## src/hdl/pgr_pkg.sv

```systemverilog
// Shared types and constants for the page replacement unit.
// Used by every module in the hdl folder; depends on nothing else.
package pgr_pkg;

  localparam int unsigned PAGE_W         = 16;
  localparam int unsigned FRAME_IDX_W    = 4;
  localparam int unsigned TOTAL_W        = 32;
  localparam int unsigned FRAMES_DEFAULT = 16;

  // Configuration port layout and register indexes.
  localparam int unsigned CFG_IDX_W  = 2;
  localparam int unsigned CFG_DATA_W = 5;
  localparam int unsigned FRAMES_IN_USE_W = 5;

  localparam logic [CFG_IDX_W-1:0] CFG_POLICY_MODE   = 2'd0;
  localparam logic [CFG_IDX_W-1:0] CFG_FRAMES_IN_USE = 2'd1;

  localparam logic [FRAMES_IN_USE_W-1:0] FRAMES_IN_USE_RESET = 5'd16;

  typedef enum logic {
    POLICY_FIFO = 1'b0,
    POLICY_LRU  = 1'b1
  } policy_e;

  // What the lookup decided for one reference.
  typedef struct packed {
    logic hit;
    logic fill;
    logic evict;
  } action_t;

  typedef struct packed {
    logic [PAGE_W-1:0] page_number;
    logic              last_reference;
  } in_item_t;

  typedef struct packed {
    logic                   hit;
    logic [FRAME_IDX_W-1:0] frame_index;
    logic                   evicted_valid;
    logic [PAGE_W-1:0]      evicted_page;
    logic [TOTAL_W-1:0]     hit_total;
    logic [TOTAL_W-1:0]     miss_total;
    logic                   end_marker;
  } out_item_t;

endpackage

```

## src/hdl/page_replacement_fifo_lru_core.sv

```systemverilog
// Top level of the FIFO / LRU page replacement unit.
// Depends on pgr_pkg, pgr_frame_select, pgr_frame_store and pgr_totals.
//
// Usage:
//   Each input beat on in_item_i carries one page reference. It is accepted at a
//   rising edge with in_valid_i high and in_stall_o low. Every accepted beat
//   produces exactly one result beat on out_item_o, taken at an edge with
//   out_valid_o high and out_stall_i low. Results come out in reference order.
//   An accepted beat sits in the input register, where the frame lookup, the victim
//   choice and the rank update run; once the result register is free the result is
//   loaded into it, so each result passes through the input and output registers.
//   One beat per cycle is sustained while the receiver does not stall, since every
//   state update completes in the same edge that loads the result register.
//   When the receiver stalls, the result stays put and one more beat can wait in
//   the input register; only then is in_stall_o raised.
//   The configuration channel (cfg_valid_i, cfg_ready_o, cfg_index_i, cfg_data_i)
//   is always ready. Index 0 selects the policy (0 FIFO, 1 LRU), index 1 the
//   number of frames in use; other indexes are ignored. Write only while idle.
//   Reset empties every frame, clears ranks and totals, points the FIFO pointer
//   at the last frame, and restores FIFO policy with sixteen frames in use.
module page_replacement_fifo_lru_core #(
  parameter int unsigned FRAMES = pgr_pkg::FRAMES_DEFAULT
) (
  input  logic                           clk_i,
  input  logic                           rst_ni,
  input  logic                           in_valid_i,
  output logic                           in_stall_o,
  input  pgr_pkg::in_item_t              in_item_i,
  output logic                           out_valid_o,
  input  logic                           out_stall_i,
  output pgr_pkg::out_item_t             out_item_o,
  input  logic                           cfg_valid_i,
  output logic                           cfg_ready_o,
  input  logic [pgr_pkg::CFG_IDX_W-1:0]  cfg_index_i,
  input  logic [pgr_pkg::CFG_DATA_W-1:0] cfg_data_i
);

  localparam int unsigned FW = (FRAMES > 1) ? $clog2(FRAMES) : 1;

  // Configuration registers.
  pgr_pkg::policy_e                         policy_q;
  logic [pgr_pkg::FRAMES_IN_USE_W-1:0]      frames_in_use_q;

  // Input and result registers.
  pgr_pkg::in_item_t                        in_q;
  logic                                     in_valid_q;
  pgr_pkg::out_item_t                       out_q, out_d;
  logic                                     out_valid_q;

  logic                                     out_free;
  logic                                     fire;

  // Frame state and lookup results.
  logic [FRAMES-1:0][pgr_pkg::PAGE_W-1:0]   frame_page;
  logic [FRAMES-1:0]                        frame_valid;
  logic [FRAMES-1:0][FW-1:0]                rank;
  logic [FW-1:0]                            fifo_ptr;
  logic [FW-1:0]                            fifo_ptr_d;
  pgr_pkg::action_t                         action;
  logic [FW-1:0]                            frame;
  logic [pgr_pkg::PAGE_W-1:0]               evicted_page;
  logic [pgr_pkg::TOTAL_W-1:0]              hit_next;
  logic [pgr_pkg::TOTAL_W-1:0]              miss_next;
  logic [FW+pgr_pkg::FRAME_IDX_W-1:0]       frame_ext;

  // The result register frees up when empty or when its beat is taken this edge.
  assign out_free   = ~out_valid_q | ~out_stall_i;
  assign fire       = in_valid_q & out_free;
  assign in_stall_o = in_valid_q & ~out_free;

  assign cfg_ready_o = 1'b1;

  always_ff @(posedge clk_i or negedge rst_ni) begin
    if (!rst_ni) begin
      policy_q        <= pgr_pkg::POLICY_FIFO;
      frames_in_use_q <= pgr_pkg::FRAMES_IN_USE_RESET;
    end else if (cfg_valid_i) begin
      case (cfg_index_i)
        pgr_pkg::CFG_POLICY_MODE: begin
          policy_q <= pgr_pkg::policy_e'(cfg_data_i[0]);
        end
        pgr_pkg::CFG_FRAMES_IN_USE: begin
          frames_in_use_q <= cfg_data_i[pgr_pkg::FRAMES_IN_USE_W-1:0];
        end
        default: begin
        end
      endcase
    end
  end

  always_ff @(posedge clk_i or negedge rst_ni) begin
    if (!rst_ni) begin
      in_valid_q <= 1'b0;
    end else if (in_valid_i && !in_stall_o) begin
      in_valid_q <= 1'b1;
    end else if (fire) begin
      in_valid_q <= 1'b0;
    end
  end

  always_ff @(posedge clk_i) begin
    if (in_valid_i && !in_stall_o) begin
      in_q <= in_item_i;
    end
  end

  pgr_frame_select #(
    .FRAMES (FRAMES)
  ) u_select (
    .page_i          (in_q.page_number),
    .frames_in_use_i (frames_in_use_q),
    .policy_i        (policy_q),
    .frame_page_i    (frame_page),
    .frame_valid_i   (frame_valid),
    .rank_i          (rank),
    .fifo_ptr_i      (fifo_ptr),
    .action_o        (action),
    .frame_o         (frame),
    .fifo_ptr_d_o    (fifo_ptr_d),
    .evicted_page_o  (evicted_page)
  );

  pgr_frame_store #(
    .FRAMES (FRAMES)
  ) u_store (
    .clk_i         (clk_i),
    .rst_ni        (rst_ni),
    .update_i      (fire),
    .action_i      (action),
    .frame_i       (frame),
    .page_i        (in_q.page_number),
    .fifo_ptr_d_i  (fifo_ptr_d),
    .frame_page_o  (frame_page),
    .frame_valid_o (frame_valid),
    .rank_o        (rank),
    .fifo_ptr_o    (fifo_ptr)
  );

  pgr_totals u_totals (
    .clk_i       (clk_i),
    .rst_ni      (rst_ni),
    .hit_inc_i   (fire & action.hit),
    .miss_inc_i  (fire & ~action.hit),
    .hit_next_o  (hit_next),
    .miss_next_o (miss_next)
  );

  // Only the low four bits of the frame number are reported.
  assign frame_ext = {{pgr_pkg::FRAME_IDX_W{1'b0}}, frame};

  always_comb begin
    out_d.hit           = action.hit;
    out_d.frame_index   = frame_ext[pgr_pkg::FRAME_IDX_W-1:0];
    out_d.evicted_valid = action.evict;
    out_d.evicted_page  = evicted_page;
    out_d.hit_total     = hit_next;
    out_d.miss_total    = miss_next;
    out_d.end_marker    = in_q.last_reference;
  end

  always_ff @(posedge clk_i or negedge rst_ni) begin
    if (!rst_ni) begin
      out_valid_q <= 1'b0;
    end else if (fire) begin
      out_valid_q <= 1'b1;
    end else if (!out_stall_i) begin
      out_valid_q <= 1'b0;
    end
  end

  always_ff @(posedge clk_i) begin
    if (fire) begin
      out_q <= out_d;
    end
  end

  assign out_valid_o = out_valid_q;
  assign out_item_o  = out_q;

endmodule

```

## src/hdl/pgr_frame_select.sv

```systemverilog
// Combinational lookup: hit search, first empty frame, LRU and FIFO victim choice.
// Depends on pgr_pkg.
module pgr_frame_select #(
  parameter int unsigned FRAMES = pgr_pkg::FRAMES_DEFAULT
) (
  input  logic [pgr_pkg::PAGE_W-1:0]                         page_i,
  input  logic [pgr_pkg::FRAMES_IN_USE_W-1:0]                frames_in_use_i,
  input  pgr_pkg::policy_e                                   policy_i,
  input  logic [FRAMES-1:0][pgr_pkg::PAGE_W-1:0]             frame_page_i,
  input  logic [FRAMES-1:0]                                  frame_valid_i,
  input  logic [FRAMES-1:0][((FRAMES > 1) ? $clog2(FRAMES) : 1)-1:0] rank_i,
  input  logic [((FRAMES > 1) ? $clog2(FRAMES) : 1)-1:0]     fifo_ptr_i,
  output pgr_pkg::action_t                                   action_o,
  output logic [((FRAMES > 1) ? $clog2(FRAMES) : 1)-1:0]     frame_o,
  output logic [((FRAMES > 1) ? $clog2(FRAMES) : 1)-1:0]     fifo_ptr_d_o,
  output logic [pgr_pkg::PAGE_W-1:0]                         evicted_page_o
);

  localparam int unsigned FW = (FRAMES > 1) ? $clog2(FRAMES) : 1;
  localparam int unsigned MW = $clog2(FRAMES + 1);

  logic [MW-1:0]     active_cnt;
  logic [FRAMES-1:0] active;
  logic [FRAMES-1:0] match;
  logic [FRAMES-1:0] empty;
  logic [FRAMES-1:0] is_max;
  logic [FW-1:0]     hit_f;
  logic [FW-1:0]     empty_f;
  logic [FW-1:0]     lru_f;
  logic [FW:0]       fifo_inc;
  logic [FW-1:0]     fifo_next;

  // A count of zero acts as one, a count above the frame total acts as the total.
  always_comb begin
    if (frames_in_use_i == '0) begin
      active_cnt = MW'(1);
    end else if (32'(frames_in_use_i) > FRAMES) begin
      active_cnt = MW'(FRAMES);
    end else begin
      active_cnt = MW'(frames_in_use_i);
    end
  end

  for (genvar g = 0; g < FRAMES; g++) begin : g_frame
    assign active[g] = MW'(g) < active_cnt;
    assign match[g]  = active[g] & frame_valid_i[g] & (frame_page_i[g] == page_i);
    assign empty[g]  = active[g] & ~frame_valid_i[g];
  end

  // A frame is the LRU victim when no active frame ranks above it and no
  // lower-numbered active frame ties with it.
  always_comb begin
    for (int i = 0; i < FRAMES; i++) begin
      is_max[i] = active[i];
      for (int j = 0; j < FRAMES; j++) begin
        if (active[j]) begin
          if (j < i) begin
            if (rank_i[j] >= rank_i[i]) begin
              is_max[i] = 1'b0;
            end
          end else if (rank_i[j] > rank_i[i]) begin
            is_max[i] = 1'b0;
          end
        end
      end
    end
  end

  // Lowest-numbered frame wins in each search.
  always_comb begin
    hit_f   = '0;
    empty_f = '0;
    lru_f   = '0;
    for (int i = FRAMES - 1; i >= 0; i--) begin
      if (match[i]) begin
        hit_f = FW'(i);
      end
      if (empty[i]) begin
        empty_f = FW'(i);
      end
      if (is_max[i]) begin
        lru_f = FW'(i);
      end
    end
  end

  assign fifo_inc  = {1'b0, fifo_ptr_i} + (FW + 1)'(1);
  assign fifo_next = (32'(fifo_inc) >= 32'(active_cnt)) ? '0 : fifo_inc[FW-1:0];

  always_comb begin
    action_o.hit   = |match;
    action_o.fill  = ~(|match) & (|empty);
    action_o.evict = ~(|match) & ~(|empty);

    if (action_o.hit) begin
      frame_o = hit_f;
    end else if (action_o.fill) begin
      frame_o = empty_f;
    end else if (policy_i == pgr_pkg::POLICY_LRU) begin
      frame_o = lru_f;
    end else begin
      frame_o = fifo_next;
    end

    if (action_o.fill) begin
      fifo_ptr_d_o = empty_f;
    end else if (action_o.evict && (policy_i == pgr_pkg::POLICY_FIFO)) begin
      fifo_ptr_d_o = fifo_next;
    end else begin
      fifo_ptr_d_o = fifo_ptr_i;
    end

    evicted_page_o = action_o.evict ? frame_page_i[frame_o] : '0;
  end

endmodule

```

## src/hdl/pgr_frame_store.sv

```systemverilog
// Frame state: page numbers, valid bits, recency ranks and the FIFO pointer.
// Depends on pgr_pkg.
module pgr_frame_store #(
  parameter int unsigned FRAMES = pgr_pkg::FRAMES_DEFAULT
) (
  input  logic                                               clk_i,
  input  logic                                               rst_ni,
  input  logic                                               update_i,
  input  pgr_pkg::action_t                                   action_i,
  input  logic [((FRAMES > 1) ? $clog2(FRAMES) : 1)-1:0]     frame_i,
  input  logic [pgr_pkg::PAGE_W-1:0]                         page_i,
  input  logic [((FRAMES > 1) ? $clog2(FRAMES) : 1)-1:0]     fifo_ptr_d_i,
  output logic [FRAMES-1:0][pgr_pkg::PAGE_W-1:0]             frame_page_o,
  output logic [FRAMES-1:0]                                  frame_valid_o,
  output logic [FRAMES-1:0][((FRAMES > 1) ? $clog2(FRAMES) : 1)-1:0] rank_o,
  output logic [((FRAMES > 1) ? $clog2(FRAMES) : 1)-1:0]     fifo_ptr_o
);

  localparam int unsigned FW = (FRAMES > 1) ? $clog2(FRAMES) : 1;
  localparam int unsigned RW = FW;

  logic [FRAMES-1:0][pgr_pkg::PAGE_W-1:0] page_q, page_d;
  logic [FRAMES-1:0]                      valid_q, valid_d;
  logic [FRAMES-1:0][RW-1:0]              rank_q, rank_d;
  logic [FW-1:0]                          ptr_q;
  logic [RW:0]                            old_rank;

  // An empty frame being filled counts as older than everything.
  assign old_rank = valid_q[frame_i] ? {1'b0, rank_q[frame_i]} : (RW + 1)'(FRAMES);

  always_comb begin
    page_d  = page_q;
    valid_d = valid_q;
    rank_d  = rank_q;
    for (int i = 0; i < FRAMES; i++) begin
      if (FW'(i) == frame_i) begin
        rank_d[i] = '0;
      end else if (valid_q[i] && ({1'b0, rank_q[i]} < old_rank) &&
                   (32'(rank_q[i]) < FRAMES - 1)) begin
        rank_d[i] = rank_q[i] + RW'(1);
      end
    end
    if (action_i.fill) begin
      valid_d[frame_i] = 1'b1;
    end
    if (action_i.fill || action_i.evict) begin
      page_d[frame_i] = page_i;
    end
  end

  always_ff @(posedge clk_i or negedge rst_ni) begin
    if (!rst_ni) begin
      page_q  <= '0;
      valid_q <= '0;
      rank_q  <= '0;
      ptr_q   <= FW'(FRAMES - 1);
    end else if (update_i) begin
      page_q  <= page_d;
      valid_q <= valid_d;
      rank_q  <= rank_d;
      ptr_q   <= fifo_ptr_d_i;
    end
  end

  assign frame_page_o  = page_q;
  assign frame_valid_o = valid_q;
  assign rank_o        = rank_q;
  assign fifo_ptr_o    = ptr_q;

endmodule

```

## src/hdl/pgr_totals.sv

```systemverilog
// Saturating hit and miss counters; the next values feed the result beat.
// Depends on pgr_pkg.
module pgr_totals (
  input  logic                        clk_i,
  input  logic                        rst_ni,
  input  logic                        hit_inc_i,
  input  logic                        miss_inc_i,
  output logic [pgr_pkg::TOTAL_W-1:0] hit_next_o,
  output logic [pgr_pkg::TOTAL_W-1:0] miss_next_o
);

  logic [pgr_pkg::TOTAL_W-1:0] hit_q;
  logic [pgr_pkg::TOTAL_W-1:0] miss_q;

  assign hit_next_o  = (hit_inc_i && (hit_q != '1)) ? hit_q + 1'b1 : hit_q;
  assign miss_next_o = (miss_inc_i && (miss_q != '1)) ? miss_q + 1'b1 : miss_q;

  always_ff @(posedge clk_i or negedge rst_ni) begin
    if (!rst_ni) begin
      hit_q  <= '0;
      miss_q <= '0;
    end else begin
      hit_q  <= hit_next_o;
      miss_q <= miss_next_o;
    end
  end

endmodule

```

## config.mk

```make
export PLATFORM = sky130hd
export DESIGN_NAME = page_replacement_fifo_lru_core
export DESIGN_NICKNAME = d
export VERILOG_FILES = /design/src/hdl/pgr_pkg.sv /design/src/hdl/page_replacement_fifo_lru_core.sv /design/src/hdl/pgr_frame_select.sv /design/src/hdl/pgr_frame_store.sv /design/src/hdl/pgr_totals.sv
export SDC_FILE = /design/constraint.sdc
export NUM_CORES = 2
export LEC_CHECK = 0
export ABC_AREA = 1
export BUFFER_PORTS_ARGS = -buffer_cell sky130_fd_sc_hd__buf_2
export CORE_AREA = 2 2 286 288
export CTS_BUF_LIST = sky130_fd_sc_hd__clkbuf_4 sky130_fd_sc_hd__clkbuf_8
export DETAILED_ROUTE_END_ITERATION = 12
export DIE_AREA = 0 0 288 290
export GPL_ROUTABILITY_DRIVEN = 0
export PLACE_DENSITY = 0.73
export SYNTH_ARGS = -nofsm -noshare
export SYNTH_HDL_FRONTEND = slang
export SYNTH_SLANG_ARGS = --single-unit
```

## constraint.sdc

```tcl
create_clock -name clk_i -period 6.61 [get_ports clk_i]
set_clock_uncertainty 0.2 [all_clocks]
set_input_delay 0.661 -clock clk_i [delete_from_list [all_inputs] [get_ports clk_i]]
set_output_delay 0.661 -clock clk_i [all_outputs]
set_load 0.01 [all_outputs]
```

==> impl_results.md <==
- Placed Area: between 40,000 and 50,000 sq um
- Startpoint Class: flip-flop
- Ys async rst share: about four fifths
- Status: finished with violations
- Clk slew on worst S/H paths: ~70 ps
- Maximum single-stage delay on the critical path: between 1000 and 1500 ps
- Critical Path End Type: flip-flop
- Ys Warns: 0
- Antenna violations before repair: 7
- Width of the die: ~290 microns
- Antenna-violating nets left: 0
- Drt first pass iters: 8
- Final Hold Vio Count: 0
- Crit path kind: reg2reg
- Worst path buffer plus inverter count: 4
- Post-synthesis compound-gate area fraction: approximately 17%
- Worst EP arrival: around 7000 ps
- Post-layout min period: a little under 7000 ps
- Num ports: about 120
- Worst-Margin Slew: between 1000 and 1500 ps
- Nets: 6,195
- Final Cell Area: 45,700 sq um
- DR WL/cell: 22.7 microns
- Setup TNS Final: -204 ps
- EDFF count, synth: approximately 100
- CP top delay family: compound AO/OA/AOI/OAI gates
- Initial DRC Count: around 5,400
- Setup WS post-layout: -131 ps
- Simple-Gate Fraction of Synth Area: between 20% and 30%
- Flop2flop setup slack: -130 ps
- Final setup fails: 2
- H-tree depth: 3
- # DRC: 0
- Critical Path RT: around 6800 ps
- Ys flop type: dfrtp_1
- CTS tree: done
- Syn_area_per_cell: between 7 and 8 sq um
- Main combinational cell family by area after synthesis: simple AND/OR/NAND/NOR gates
- Hold path cells: 3
- Finished Core Util: a little under three fifths
- Reg2Reg Depth: 20
- MaxCap Viol Count: 0
- Commonest non-fill, non-tap cell in the layout: nand2_1
- Area grow syn2layout: 12.1%
- Library cells used by synthesis: 66
- Starting density of the core: 50.9%
- Site Rows: approximately 100
- Clk buf depth: 3
- Mux contribution to synthesized area: 0%
- Largest net degree at the start of global routing: about 180
- Via Count: 41,500
- Hold crit path type: in2reg
- Routed WL: about 150,000 microns
- Vias in the first global route: 38,900
- Post-Synthesis Cells: 5,386
- Clock root buffer master: clkbuf_8
- Fill cell total of the finished layout: between 7,000 and 8,000
- CP Max Fanout: 51
- Die area: about 84,000 sq um
- Failing checks: setup timing
- Tcrit/Tclk final: 102%
- Commonest cells after routing, fill and taps aside: nand2_1 (1,203), inv_1 (726), ha_1 (552)
- I/O Buffers: between 100 and 150
- CP Cell Sequence: inv_1 -> ha_1 -> nand2_1 -> o21ai_0 -> nand2_1 -> o21ai_0 -> nor2_1 -> nand4_1 -> nand2_1 -> nor2_1 -> nand4_1 -> nand2_1 -> a21oi_4 -> inv_2 -> nor2_1 -> inv_2 -> buf_4 -> o22ai_1 -> o21ai_0 -> a41oi_1
- Post-synthesis register bit count: 516
- Crit-path most repeated cell: nand2_1
- Max-slew violations: 0
- Total CTS buffers: between 90 and 100
- Fmax: about 150 MHz
- Grt ovf: 0
- Register area share after synthesis: between 30% and 40%
- Synth Net Count: 5,967
- Chip height: around 290 microns
- Layout cells sized above 1: 11.1%
- Clk Latency, worst-skew pair: roughly 730 ps
- Via density per instance: between 6 and 7
- First-pass GRT wire length: roughly 230,000 microns
- Mapped Area: between 40,000 and 50,000 sq um
- Synth Area in Adders: approximately 17%
- DP HPWL: 110,000 microns
- GRT Total Usage: between 30 and 40%
- Crit path depth: 20
- Core area: between 80,000 and 90,000 sq um
- CTS Sinks: between 500 and 600
- Relative slew slack: about a tenth
- Crit-path slowest cell: o21ai_0
- Post-Synth XOR/XNOR Area: under 10%
==> synth_stat cells (50+ instances only) <==
cell type	n	area, sq um
o22ai_1	251	1570
dfrtp_1	407	10200
xor2_1	71	622
nor3_1	50	250
buf_2	51	255
nand4_1	130	813
edfxtp_1	104	3120
nand2_1	1204	4520
nand3_1	197	986
o21ai_0	488	2440
nor2_1	369	1390
ha_1	552	6910
clkbuf_1	109	409
a21oi_1	202	1010
inv_1	733	2750
==> cell families (layout without fill, tap and decap cells) <==
logic type               after synthesis  count (layout)
AO/OA/AOI/OAI                       1164            1164
other                                  1               6
AND/OR/NAND/NOR                     2080            2080
XOR/XNOR                             112             112
flip-flops                           516             516
buffers and inverters                961            1266
adder cells (fa/ha/maj)              552             552
==> worst register-to-register path, delay by kind of cell, from the launching register on <==
kind                       cells  cell delay [ps]
AOI/OAI and AO/OA              6             2450
adders and majority gates      1              490
buffers and inverters          4             1550
DFF                            1              590
and+or+nand+nor                9             1120
==> cell type report <==
type	instances	area, sq um	area share, %
multi-input combinational	3909	23600	51.7
sequential	516	13400	29.4
inverter	775	2940	6.43
timing repair buffer	321	2280	4.99
clock buffer	130	1630	3.56
tap	1060	1330	2.90
clock inverter	40	437	0.956
antenna	5	12.5	0.0274
==> path summary, 6_finish.rpt <==
kind / startpoint / to
hold / removal: cfg_data_i[0] / policy_q
hold reg to reg: in_q[0] / out_item_o[0]
min in group asynchronous: rst_ni / u_store.rank_o[34]
setup / recovery: u_store.rank_o[49] / out_item_o[78]
max in group asynchronous: rst_ni / u_store.frame_page_o[10]
setup reg to reg: u_store.rank_o[49] / out_item_o[78]
==> routing by layer <==
layer / GRT usage (%) / vias to the layer above / share of wire (%)
met1: 45.7 / 19100 / 37
met5: 0 / - / 0.024
met4: 25.6 / 6 / 8.9
met3: 9.43 / 866 / 13
li1: - / 18800 / -
met2: 53.3 / 2835 / 42
==> repair_timing <==
action | in CTS | in global routing
resized for setup | 0 | 17
setup endpoints to repair | 0 | 79
hold buffers | 21 | 0
buffers inserted | 0 | 18
endpoints found under the hold margin | 94 | 0
==> sequential cells by signal, indices dropped and copies added, names as in the netlist <==
signal                 cells
in_q                      17
u_store.fifo_ptr_o         4
u_store.frame_page_o     256
policy_q                   1
u_store.frame_valid_o     16
u_totals.hit_q            32
in_valid_q                 1
frames_in_use_q            5
u_store.rank_o            64
out_valid_o                1
u_totals.miss_q           32
out_item_o                87
==> per-stage QoR <==
step           cells  setup WS, ps  hold slack (ps)
2_1_floorplan   5386          1210              165
3_3_place_gp    6542           303              201
3_5_place_dp    6542           243              206
4_1_cts         6733           241             3.09
5_1_grt         6754         -8.11             39.4
6_report        6756          -131             40.0
Power is left out: the tool's default activity adds up to more than one toggle a clock period on the data nets, which glitch-free logic cannot reach.
